## src/rtl/clp_pkg.sv

```systemverilog
// Shared constants, types and helpers for the CONNECT request line parser.
`timescale 1ns / 1ps
`default_nettype none

package clp_pkg;

    localparam int unsigned BYTE_W   = 8;
    localparam int unsigned FIELD_W  = 12;
    localparam int unsigned STATUS_W = 2;
    localparam int unsigned S_TDATA_W = 8;
    localparam int unsigned M_TDATA_W = 56;

    localparam logic [STATUS_W-1:0] ST_OK        = 2'd0;
    localparam logic [STATUS_W-1:0] ST_MALFORMED = 2'd1;
    localparam logic [STATUS_W-1:0] ST_TOO_LONG  = 2'd2;

    localparam logic [BYTE_W-1:0] CH_TAB   = 8'h09;
    localparam logic [BYTE_W-1:0] CH_LF    = 8'h0A;
    localparam logic [BYTE_W-1:0] CH_CR    = 8'h0D;
    localparam logic [BYTE_W-1:0] CH_SPACE = 8'h20;
    localparam logic [BYTE_W-1:0] CH_COLON = 8'h3A;
    localparam logic [BYTE_W-1:0] CH_LBRK  = 8'h5B;
    localparam logic [BYTE_W-1:0] CH_RBRK  = 8'h5D;

    // end-of-request flags handed from the parser to the verdict stage
    typedef struct packed {
        logic is_long;
        logic is_done;
        logic text_seen;
        logic bracket_mode;
        logic close_seen;
        logic colon_seen;
    } snap_flags_t;

    // "CONNECT " one character per match index
    function automatic logic [BYTE_W-1:0] method_char(input logic [2:0] idx);
        logic [BYTE_W-1:0] c;
        case (idx)
            3'd0:    c = 8'h43;
            3'd1:    c = 8'h4F;
            3'd2:    c = 8'h4E;
            3'd3:    c = 8'h4E;
            3'd4:    c = 8'h45;
            3'd5:    c = 8'h43;
            3'd6:    c = 8'h54;
            default: c = CH_SPACE;
        endcase
        return c;
    endfunction

    // space, tab, LF, VT, FF, CR
    function automatic logic is_space(input logic [BYTE_W-1:0] b);
        return (b == CH_SPACE) || ((b >= CH_TAB) && (b <= CH_CR));
    endfunction

endpackage

`default_nettype wire

```

## src/rtl/clp_parser.sv

```systemverilog
// Byte-wise request line parser: phase machine and position registers.
`timescale 1ns / 1ps
`default_nettype none

module clp_parser
    import clp_pkg::*;
#(
    parameter int unsigned MAX_LEN = 4096,
    parameter int unsigned PW      = 13
) (
    input  wire logic              clk,
    input  wire logic              rst_n,
    input  wire logic              step,
    input  wire logic [BYTE_W-1:0] data_byte,
    input  wire logic              end_of_request,
    output logic                   snap_valid,
    output snap_flags_t            snap_flags,
    output logic [PW-1:0]          first_pos,
    output logic [PW-1:0]          end_pos,
    output logic [PW-1:0]          close_pos,
    output logic [PW-1:0]          colon_pos
);

    typedef enum logic [2:0] {
        PH_METHOD,
        PH_AUTH,
        PH_AFTER,
        PH_DONE,
        PH_REJECT,
        PH_LONG
    } phase_t;

    localparam logic [PW-1:0] LIMIT = PW'(MAX_LEN);
    localparam logic [PW-1:0] ONE   = PW'(1);

    phase_t        phase_reg, phase_next;
    logic [PW-1:0] pos_reg, pos_next;
    logic [2:0]    midx_reg, midx_next;
    logic          prev_cr_reg, prev_cr_next;
    logic [PW-1:0] first_reg, first_next;
    logic [PW-1:0] end_reg, end_next;
    logic          text_seen_reg, text_seen_next;
    logic          bracket_reg, bracket_next;
    logic [PW-1:0] close_reg, close_next;
    logic          close_seen_reg, close_seen_next;
    logic [PW-1:0] colon_reg, colon_next;
    logic          colon_seen_reg, colon_seen_next;
    logic [PW:0]   close_plus1;

    assign close_plus1 = {1'b0, close_reg} + {1'b0, ONE};

    always_comb
    begin
        phase_next      = phase_reg;
        pos_next        = pos_reg;
        midx_next       = midx_reg;
        first_next      = first_reg;
        end_next        = end_reg;
        text_seen_next  = text_seen_reg;
        bracket_next    = bracket_reg;
        close_next      = close_reg;
        close_seen_next = close_seen_reg;
        colon_next      = colon_reg;
        colon_seen_next = colon_seen_reg;
        prev_cr_next    = (data_byte == CH_CR);

        if (phase_reg != PH_LONG && pos_reg >= LIMIT)
        begin
            phase_next = PH_LONG;
        end
        else if (phase_reg != PH_LONG)
        begin
            if (prev_cr_reg && data_byte == CH_LF &&
                (phase_reg == PH_METHOD || phase_reg == PH_AUTH || phase_reg == PH_AFTER))
            begin
                phase_next = (phase_reg == PH_AFTER) ? PH_DONE : PH_REJECT;
            end
            else
            begin
                case (phase_reg)
                    PH_METHOD:
                    begin
                        if (data_byte == method_char(midx_reg))
                        begin
                            midx_next = midx_reg + 3'd1;
                            if (midx_reg == 3'd7)
                                phase_next = PH_AUTH;
                        end
                        else
                        begin
                            phase_next = PH_REJECT;
                        end
                    end
                    PH_AUTH:
                    begin
                        if (data_byte == CH_SPACE)
                        begin
                            phase_next = PH_AFTER;
                        end
                        else if (!is_space(data_byte))
                        begin
                            if (!text_seen_reg)
                            begin
                                text_seen_next = 1'b1;
                                first_next     = pos_reg;
                                bracket_next   = (data_byte == CH_LBRK);
                                if (data_byte == CH_COLON)
                                begin
                                    colon_seen_next = 1'b1;
                                    colon_next      = pos_reg;
                                end
                            end
                            else if (bracket_reg)
                            begin
                                if (data_byte == CH_RBRK && !close_seen_reg)
                                begin
                                    close_seen_next = 1'b1;
                                    close_next      = pos_reg;
                                end
                                // port colon only directly after the closing bracket
                                else if (close_seen_reg && data_byte == CH_COLON &&
                                         {1'b0, pos_reg} == close_plus1)
                                begin
                                    colon_seen_next = 1'b1;
                                    colon_next      = pos_reg;
                                end
                            end
                            else if (data_byte == CH_COLON)
                            begin
                                colon_seen_next = 1'b1;
                                colon_next      = pos_reg;
                            end
                            end_next = pos_reg + ONE;
                        end
                    end
                    default:
                    begin
                    end
                endcase
            end
            pos_next = pos_reg + ONE;
        end
    end

    assign snap_valid              = step && end_of_request;
    assign snap_flags.is_long      = (phase_next == PH_LONG);
    assign snap_flags.is_done      = (phase_next == PH_DONE);
    assign snap_flags.text_seen    = text_seen_next;
    assign snap_flags.bracket_mode = bracket_next;
    assign snap_flags.close_seen   = close_seen_next;
    assign snap_flags.colon_seen   = colon_seen_next;
    assign first_pos               = first_next;
    assign end_pos                 = end_next;
    assign close_pos               = close_next;
    assign colon_pos               = colon_next;

    always_ff @(posedge clk or negedge rst_n)
    begin
        if (!rst_n)
        begin
            phase_reg      <= PH_METHOD;
            pos_reg        <= '0;
            midx_reg       <= '0;
            prev_cr_reg    <= 1'b0;
            first_reg      <= '0;
            end_reg        <= '0;
            text_seen_reg  <= 1'b0;
            bracket_reg    <= 1'b0;
            close_reg      <= '0;
            close_seen_reg <= 1'b0;
            colon_reg      <= '0;
            colon_seen_reg <= 1'b0;
        end
        else if (step)
        begin
            if (end_of_request)
            begin
                phase_reg      <= PH_METHOD;
                pos_reg        <= '0;
                midx_reg       <= '0;
                prev_cr_reg    <= 1'b0;
                first_reg      <= '0;
                end_reg        <= '0;
                text_seen_reg  <= 1'b0;
                bracket_reg    <= 1'b0;
                close_reg      <= '0;
                close_seen_reg <= 1'b0;
                colon_reg      <= '0;
                colon_seen_reg <= 1'b0;
            end
            else
            begin
                phase_reg      <= phase_next;
                pos_reg        <= pos_next;
                midx_reg       <= midx_next;
                prev_cr_reg    <= prev_cr_next;
                first_reg      <= first_next;
                end_reg        <= end_next;
                text_seen_reg  <= text_seen_next;
                bracket_reg    <= bracket_next;
                close_reg      <= close_next;
                close_seen_reg <= close_seen_next;
                colon_reg      <= colon_next;
                colon_seen_reg <= colon_seen_next;
            end
        end
    end

endmodule

`default_nettype wire

```

## src/rtl/clp_verdict.sv

```systemverilog
// End-of-request snapshot register, host/port split and result register.
`timescale 1ns / 1ps
`default_nettype none

module clp_verdict
    import clp_pkg::*;
#(
    parameter int unsigned PW = 13
) (
    input  wire logic                 clk,
    input  wire logic                 rst_n,
    input  wire logic                 snap_valid,
    output logic                      snap_ready,
    input  wire snap_flags_t          snap_flags,
    input  wire logic [PW-1:0]        first_pos,
    input  wire logic [PW-1:0]        end_pos,
    input  wire logic [PW-1:0]        close_pos,
    input  wire logic [PW-1:0]        colon_pos,
    output logic                      m_tvalid,
    input  wire logic                 m_tready,
    output logic [M_TDATA_W-1:0]      m_tdata
);

    localparam int unsigned CW = (PW + 1 > FIELD_W) ? PW + 1 : FIELD_W;
    localparam int unsigned PAD_W = M_TDATA_W - STATUS_W - 4 * FIELD_W;

    logic          sv_reg;
    snap_flags_t   flags_reg;
    logic [PW-1:0] first_reg, end_reg, close_reg, colon_reg;
    logic          snap_adv;

    logic                out_valid_reg;
    logic [STATUS_W-1:0] status_reg, status_next;
    logic [FIELD_W-1:0]  ho_reg, hl_reg, po_reg, pl_reg;
    logic [CW-1:0]       ho_next, hl_next, po_next, pl_next;

    logic [CW-1:0] fw, ew, cw, lw;

    assign fw = CW'(first_reg);
    assign ew = CW'(end_reg);
    assign cw = CW'(close_reg);
    assign lw = CW'(colon_reg);

    always_comb
    begin
        status_next = ST_MALFORMED;
        ho_next     = '0;
        hl_next     = '0;
        po_next     = '0;
        pl_next     = '0;
        if (flags_reg.is_long)
        begin
            status_next = ST_TOO_LONG;
        end
        else if (flags_reg.is_done && flags_reg.text_seen && flags_reg.colon_seen)
        begin
            if (flags_reg.bracket_mode)
            begin
                // host sits between the brackets, port after "]:"
                if (flags_reg.close_seen && cw > fw + CW'(1) && ew > cw + CW'(2))
                begin
                    status_next = ST_OK;
                    ho_next     = fw + CW'(1);
                    hl_next     = cw - fw - CW'(1);
                    po_next     = cw + CW'(2);
                    pl_next     = ew - cw - CW'(2);
                end
            end
            else if (lw > fw && ew > lw + CW'(1))
            begin
                status_next = ST_OK;
                ho_next     = fw;
                hl_next     = lw - fw;
                po_next     = lw + CW'(1);
                pl_next     = ew - lw - CW'(1);
            end
        end
    end

    assign snap_adv   = sv_reg && (!out_valid_reg || m_tready);
    assign snap_ready = !sv_reg || snap_adv;

    always_ff @(posedge clk or negedge rst_n)
    begin
        if (!rst_n)
        begin
            sv_reg        <= 1'b0;
            out_valid_reg <= 1'b0;
        end
        else
        begin
            if (snap_valid)
                sv_reg <= 1'b1;
            else if (snap_adv)
                sv_reg <= 1'b0;

            if (snap_adv)
                out_valid_reg <= 1'b1;
            else if (m_tready)
                out_valid_reg <= 1'b0;
        end
    end

    always_ff @(posedge clk)
    begin
        if (snap_valid && snap_ready)
        begin
            flags_reg <= snap_flags;
            first_reg <= first_pos;
            end_reg   <= end_pos;
            close_reg <= close_pos;
            colon_reg <= colon_pos;
        end
        if (snap_adv)
        begin
            status_reg <= status_next;
            ho_reg     <= ho_next[FIELD_W-1:0];
            hl_reg     <= hl_next[FIELD_W-1:0];
            po_reg     <= po_next[FIELD_W-1:0];
            pl_reg     <= pl_next[FIELD_W-1:0];
        end
    end

    assign m_tvalid = out_valid_reg;
    assign m_tdata  = {{PAD_W{1'b0}}, pl_reg, po_reg, hl_reg, ho_reg, status_reg};

endmodule

`default_nettype wire

```

## src/rtl/connect_request_line_parser.sv

```systemverilog
// Top level of the CONNECT request line parser.
//
// Usage:
//   Request text enters on the s_ channel one byte per word; s_tlast marks the
//   final byte of a request. For every request one result word leaves on the
//   m_ channel: status, host offset/length and port offset/length within the
//   request. Offsets count from the first byte of the request.
//   Throughput: one byte per clock cycle, sustained while s_tready stays high,
//   set by the parser update behind the input register.
//   Path: the final byte of a request passes the input register, then the
//   end-of-request snapshot, then the result register, before its result
//   word is valid.
//   Reset: rst_n clears the parser to the start of a request and empties all
//   stages; no result is pending afterwards.
//   Stall: when m_tready is low the result holds; a second finished request
//   waits in the snapshot register, and bytes that do not end a request keep
//   flowing. Only a third request end backs up into s_tready.
`timescale 1ns / 1ps
`default_nettype none

module connect_request_line_parser
    import clp_pkg::*;
#(
    parameter int unsigned MAX_LEN = 4096
) (
    input  wire logic                 clk,
    input  wire logic                 rst_n,
    input  wire logic                 s_tvalid,
    output logic                      s_tready,
    input  wire logic [S_TDATA_W-1:0] s_tdata,   // [7:0] data_byte
    input  wire logic                 s_tlast,   // end_of_request
    output logic                      m_tvalid,
    input  wire logic                 m_tready,
    output logic [M_TDATA_W-1:0]      m_tdata    // [1:0] status, [13:2] host_offset,
                                                 // [25:14] host_length,
                                                 // [37:26] port_offset,
                                                 // [49:38] port_length, [55:50] zero
);

    localparam int unsigned PW = $clog2(MAX_LEN + 1);

    logic              in_valid_reg;
    logic [BYTE_W-1:0] in_byte_reg;
    logic              in_last_reg;
    logic              step;
    logic              snap_valid;
    logic              snap_ready;
    snap_flags_t       snap_flags;
    logic [PW-1:0]     first_pos, end_pos, close_pos, colon_pos;

    // a request end can only move on when the snapshot slot frees up
    assign step     = in_valid_reg && (!in_last_reg || snap_ready);
    assign s_tready = !in_valid_reg || step;

    always_ff @(posedge clk or negedge rst_n)
    begin
        if (!rst_n)
            in_valid_reg <= 1'b0;
        else if (s_tready)
            in_valid_reg <= s_tvalid;
    end

    always_ff @(posedge clk)
    begin
        if (s_tvalid && s_tready)
        begin
            in_byte_reg <= s_tdata[BYTE_W-1:0];
            in_last_reg <= s_tlast;
        end
    end

    clp_parser #(
        .MAX_LEN (MAX_LEN),
        .PW      (PW)
    ) u_parser (
        .clk            (clk),
        .rst_n          (rst_n),
        .step           (step),
        .data_byte      (in_byte_reg),
        .end_of_request (in_last_reg),
        .snap_valid     (snap_valid),
        .snap_flags     (snap_flags),
        .first_pos      (first_pos),
        .end_pos        (end_pos),
        .close_pos      (close_pos),
        .colon_pos      (colon_pos)
    );

    clp_verdict #(
        .PW (PW)
    ) u_verdict (
        .clk        (clk),
        .rst_n      (rst_n),
        .snap_valid (snap_valid),
        .snap_ready (snap_ready),
        .snap_flags (snap_flags),
        .first_pos  (first_pos),
        .end_pos    (end_pos),
        .close_pos  (close_pos),
        .colon_pos  (colon_pos),
        .m_tvalid   (m_tvalid),
        .m_tready   (m_tready),
        .m_tdata    (m_tdata)
    );

endmodule

`default_nettype wire

```

## config.mk

```make
export PLATFORM = sky130hd
export DESIGN_NAME = connect_request_line_parser
export DESIGN_NICKNAME = d
export VERILOG_FILES = /design/src/rtl/clp_pkg.sv /design/src/rtl/clp_parser.sv /design/src/rtl/clp_verdict.sv /design/src/rtl/connect_request_line_parser.sv
export SDC_FILE = /design/constraint.sdc
export NUM_CORES = 1
export LEC_CHECK = 0
export ABC_AREA = 1
export ABC_CLOCK_PERIOD_IN_PS = 4059
export BUFFER_PORTS_ARGS = -buffer_cell sky130_fd_sc_hd__buf_2
export CAP_MARGIN = 30
export CORE_MARGIN = 4
export CORE_UTILIZATION = 64
export CTS_BUF_LIST = sky130_fd_sc_hd__clkbuf_4 sky130_fd_sc_hd__clkbuf_8
export DETAILED_ROUTE_END_ITERATION = 8
export PLACE_DENSITY = 0.94
export SYNTH_ARGS = -nofsm -noshare
export SYNTH_HDL_FRONTEND = slang
export SYNTH_SLANG_ARGS = --single-unit
```

## constraint.sdc

```tcl
create_clock -name clk -period 4.06 [get_ports clk]
set_input_delay 0.406 -clock clk [delete_from_list [all_inputs] [get_ports clk]]
set_output_delay 0.406 -clock clk [all_outputs]
set_load 0.05 [all_outputs]
```

==> impl_metrics.toml <==
[status]
status = "finished, final reports clean"

[clock_tree]
cts_buffer_depth = 2
tritoncts = "yes"
root_buffer = "clkbuf_8"
cts_made_buffers = 17
clkSlewWorstSetupHoldPaths_ps = 110
clkSinkCount = 196
clkLatencyLatePin_ps = 470
cts_htree_levels = 4

[placed_design]
post-place-ws_ps = 389
place_congestion = 0.991
place_area_um2 = 14400
place_inst = 2046
dp_hpwl_mm = 28.1
portBuffers = 64

[routing]
drtIter0Drc = 1405
first_pass_iters = 6
routed_wl_mm = 37.3
ant_nets = 0
met1Wirelength_mm = 14.6
wl_met2_mm = 17.4
route.detailed.drc = 0
dr_wl_met3_mm = 3.56
top_layer_used = "met4"
post_drt_via_cell_ratio = 5.97
num_vias = 12400
wire_per_inst_um = 17.9

[yosys]
ys.warnings.count = 0
synth_flop_cell = "edfxtp_1"
syn_avg_cell_area_um2 = 7.93
synth_edf_count = 117
netlist_area_um2 = 13900
ys_ff_latch = 196
synth.distinct_cells = 51
syn_inst = 1751
seq_area_frac_synth_pct = 39.5
synthArstFlopShare_pct = 40.3

[worst_setup_path]
criticalPathCategory = "flop to flop"
reg2reg_from = "u_verdict.colon_reg[0]$_DFFE_PP_"
r2r_end = "u_verdict.status_reg[0]$_SDFFCE_PP0P_"
r2r_cells = 19
r2r_slack_ps = 360
cp.arrival_ps = 3940
start_kind = "flop"
end_kind = "flop"
required_ps = 4290
crit_fanout = 48

[timing]
slew_headroom_pct = 33.4
setup_viol = 0
drv_slew = 0
hold_viol = 0
timing.hold.ws_ps = 100
max_freq_mhz = 270
setup_ws_ps = 358
period_needed_ps = 3700
tns_ps = 0
fin_crit_sh_pct = 91.2
clock_skew_ps = 14.1
rsz0062_at_grt = "false"
tightest_slew_ps = 998

[cells_and_area]
drive_gt1_share_pct = 10.9
syn_to_final_growth_pct = 6.80
fin_nets = 1915
final_cell_area_um2 = 14800
fin_util_pct = 70.1
final_cell_count_no_fill = 2080
n_antenna_cell = 0

[power_and_ir_drop]
p_leak_nw = 7.29
finalPower_mw = 4.35
ir_drop_v = 0.000218
power_density_nw_per_um2 = 294

[floorplan]
rows = 53
die-area_um2 = 24100
coreArea_um2 = 21200
io_pins = 71
die_y_um = 155
fp.dieW_um = 155
start_util_pct = 65.6

[grt]
overflow = 0
grt_pass1_vias = 11700
grt_max_degree = 56
grt.total_usage_pct = 30.9
grt_pass1_wl_mm = 59.8
antenna_found_initial = 0

[min_path]
min_delay_worst_endpoint = "in_byte_reg[1]$_DFFE_PP_"
whs_path_depth = 1
hold_start = "s_tdata[1]"
min_path_type = "input port to flop"

[run]
maxCapViolCount = 0
[kinds of logic after synthesis]
group,after synthesis,synth area share (%)
and+or+nand+nor,737,24.1
buffers and inverters,361,10.3
AOI/OAI and AO/OA,280,11.7
DFF,196,39.5
adders and majority gates,110,10.1
xor gates and xnor gates,66,4.16
other,1,0.0270
[timing repair]
item,4_1_cts,5_1_grt
endpoints found under the setup margin,0,1
hold buffers,1,0
endpoints found under the hold margin,39,0
setup buffers,0,1
resized for setup,0,1
[cell usage after synthesis (all sizes together), types with 6 or more instances]
master | n | share of area (%)
nor3 | 35 | 1.4
ha | 106 | 9.6
clkbuf | 26 | 0.73
inv | 295 | 8.0
o22ai | 40 | 1.8
a21oi | 116 | 4.2
o21bai | 20 | 1.4
or2 | 11 | 0.50
xor2 | 55 | 3.5
o21a | 7 | 0.38
xnor2 | 11 | 0.69
o21ai | 72 | 2.6
nand3 | 92 | 3.4
nor2 | 103 | 3.2
nand4 | 72 | 3.4
dfrtp | 79 | 14
buf | 38 | 1.6
nor4 | 6 | 0.27
nand2 | 412 | 12
edfxtp | 117 | 25
[worst max-delay path by stage]
| stage | start | to | depth (start not counted) |
|---|---|---|---|
| floorplan | u_verdict.m_tvalid$_DFFE_PN0P_ | u_verdict.hl_reg[0]$_SDFFCE_PP0P_ | 3 |
| global placement | u_verdict.colon_reg[1]$_DFFE_PP_ | u_verdict.status_reg[0]$_SDFFCE_PP0P_ | 19 |
| detailed placement | u_verdict.colon_reg[1]$_DFFE_PP_ | u_verdict.status_reg[0]$_SDFFCE_PP0P_ | 19 |
| CTS | u_verdict.colon_reg[1]$_DFFE_PP_ | u_verdict.status_reg[0]$_SDFFCE_PP0P_ | 19 |
| global route | u_verdict.colon_reg[0]$_DFFE_PP_ | u_verdict.status_reg[0]$_SDFFCE_PP0P_ | 19 |
| finish | u_verdict.colon_reg[0]$_DFFE_PP_ | u_verdict.status_reg[0]$_SDFFCE_PP0P_ | 19 |
[critical path, cell delays in order, from the launching register on]
cell	delay (ps)
edfxtp_1	400
ha_1	220
nand4_1	170
nor2_1	130
nand2_1	80
nor3_1	220
inv_1	110
nor3_1	250
xnor2_1	120
ha_1	320
inv_1	80
nor4_2	360
nand2_1	90
nand2_1	80
nor2_1	60
nor2_2	130
buf_12	230
nand3_1	130
a21oi_1	200
nor2_1	50
[cell usage in the layout (no fill, tap or decap), drive strengths merged, types with 6 or more instances in the layout]
cell | Yosys | routed
conb | 1 | 6
xor2 | 55 | 55
nand4 | 72 | 72
clkinv | 2 | 7
nor3 | 35 | 35
a21oi | 116 | 116
clkbuf | 26 | 19
ha | 106 | 106
xnor2 | 11 | 11
nand3 | 92 | 92
or2 | 11 | 11
buf | 38 | 80
nor4 | 6 | 6
o21ai | 72 | 72
o22ai | 40 | 40
nor2 | 103 | 103
edfxtp | 117 | 117
o21bai | 20 | 20
o21a | 7 | 7
dfrtp | 79 | 79
inv | 295 | 302
nand2 | 412 | 412
[where the power goes]
part / leakage, nW / total [mW] / internal [mW] / switching (mW)
logic: 4.88 / 0.859 / 0.248 / 0.610
clock network: 0.188 / 1.22 / 0.468 / 0.757
registers: 2.23 / 2.27 / 2.19 / 0.0775
[layout make-up]
class,instances,area (um^2)
clock buffer,19,255
clock inverter,13,111
fill,1645,6320
inverter,297,1110
multi-input combinational,1199,7010
sequential,196,5490
tap,275,344
timing repair buffer,81,510
[per-layer routing]
layer	vias up	track usage, %
li1	5877	-
met4	0	13.3
met1	5735	40.9
met2	660	50.6
met5	-	0
met3	143	5.20
Power figures use the tool's default switching activity.
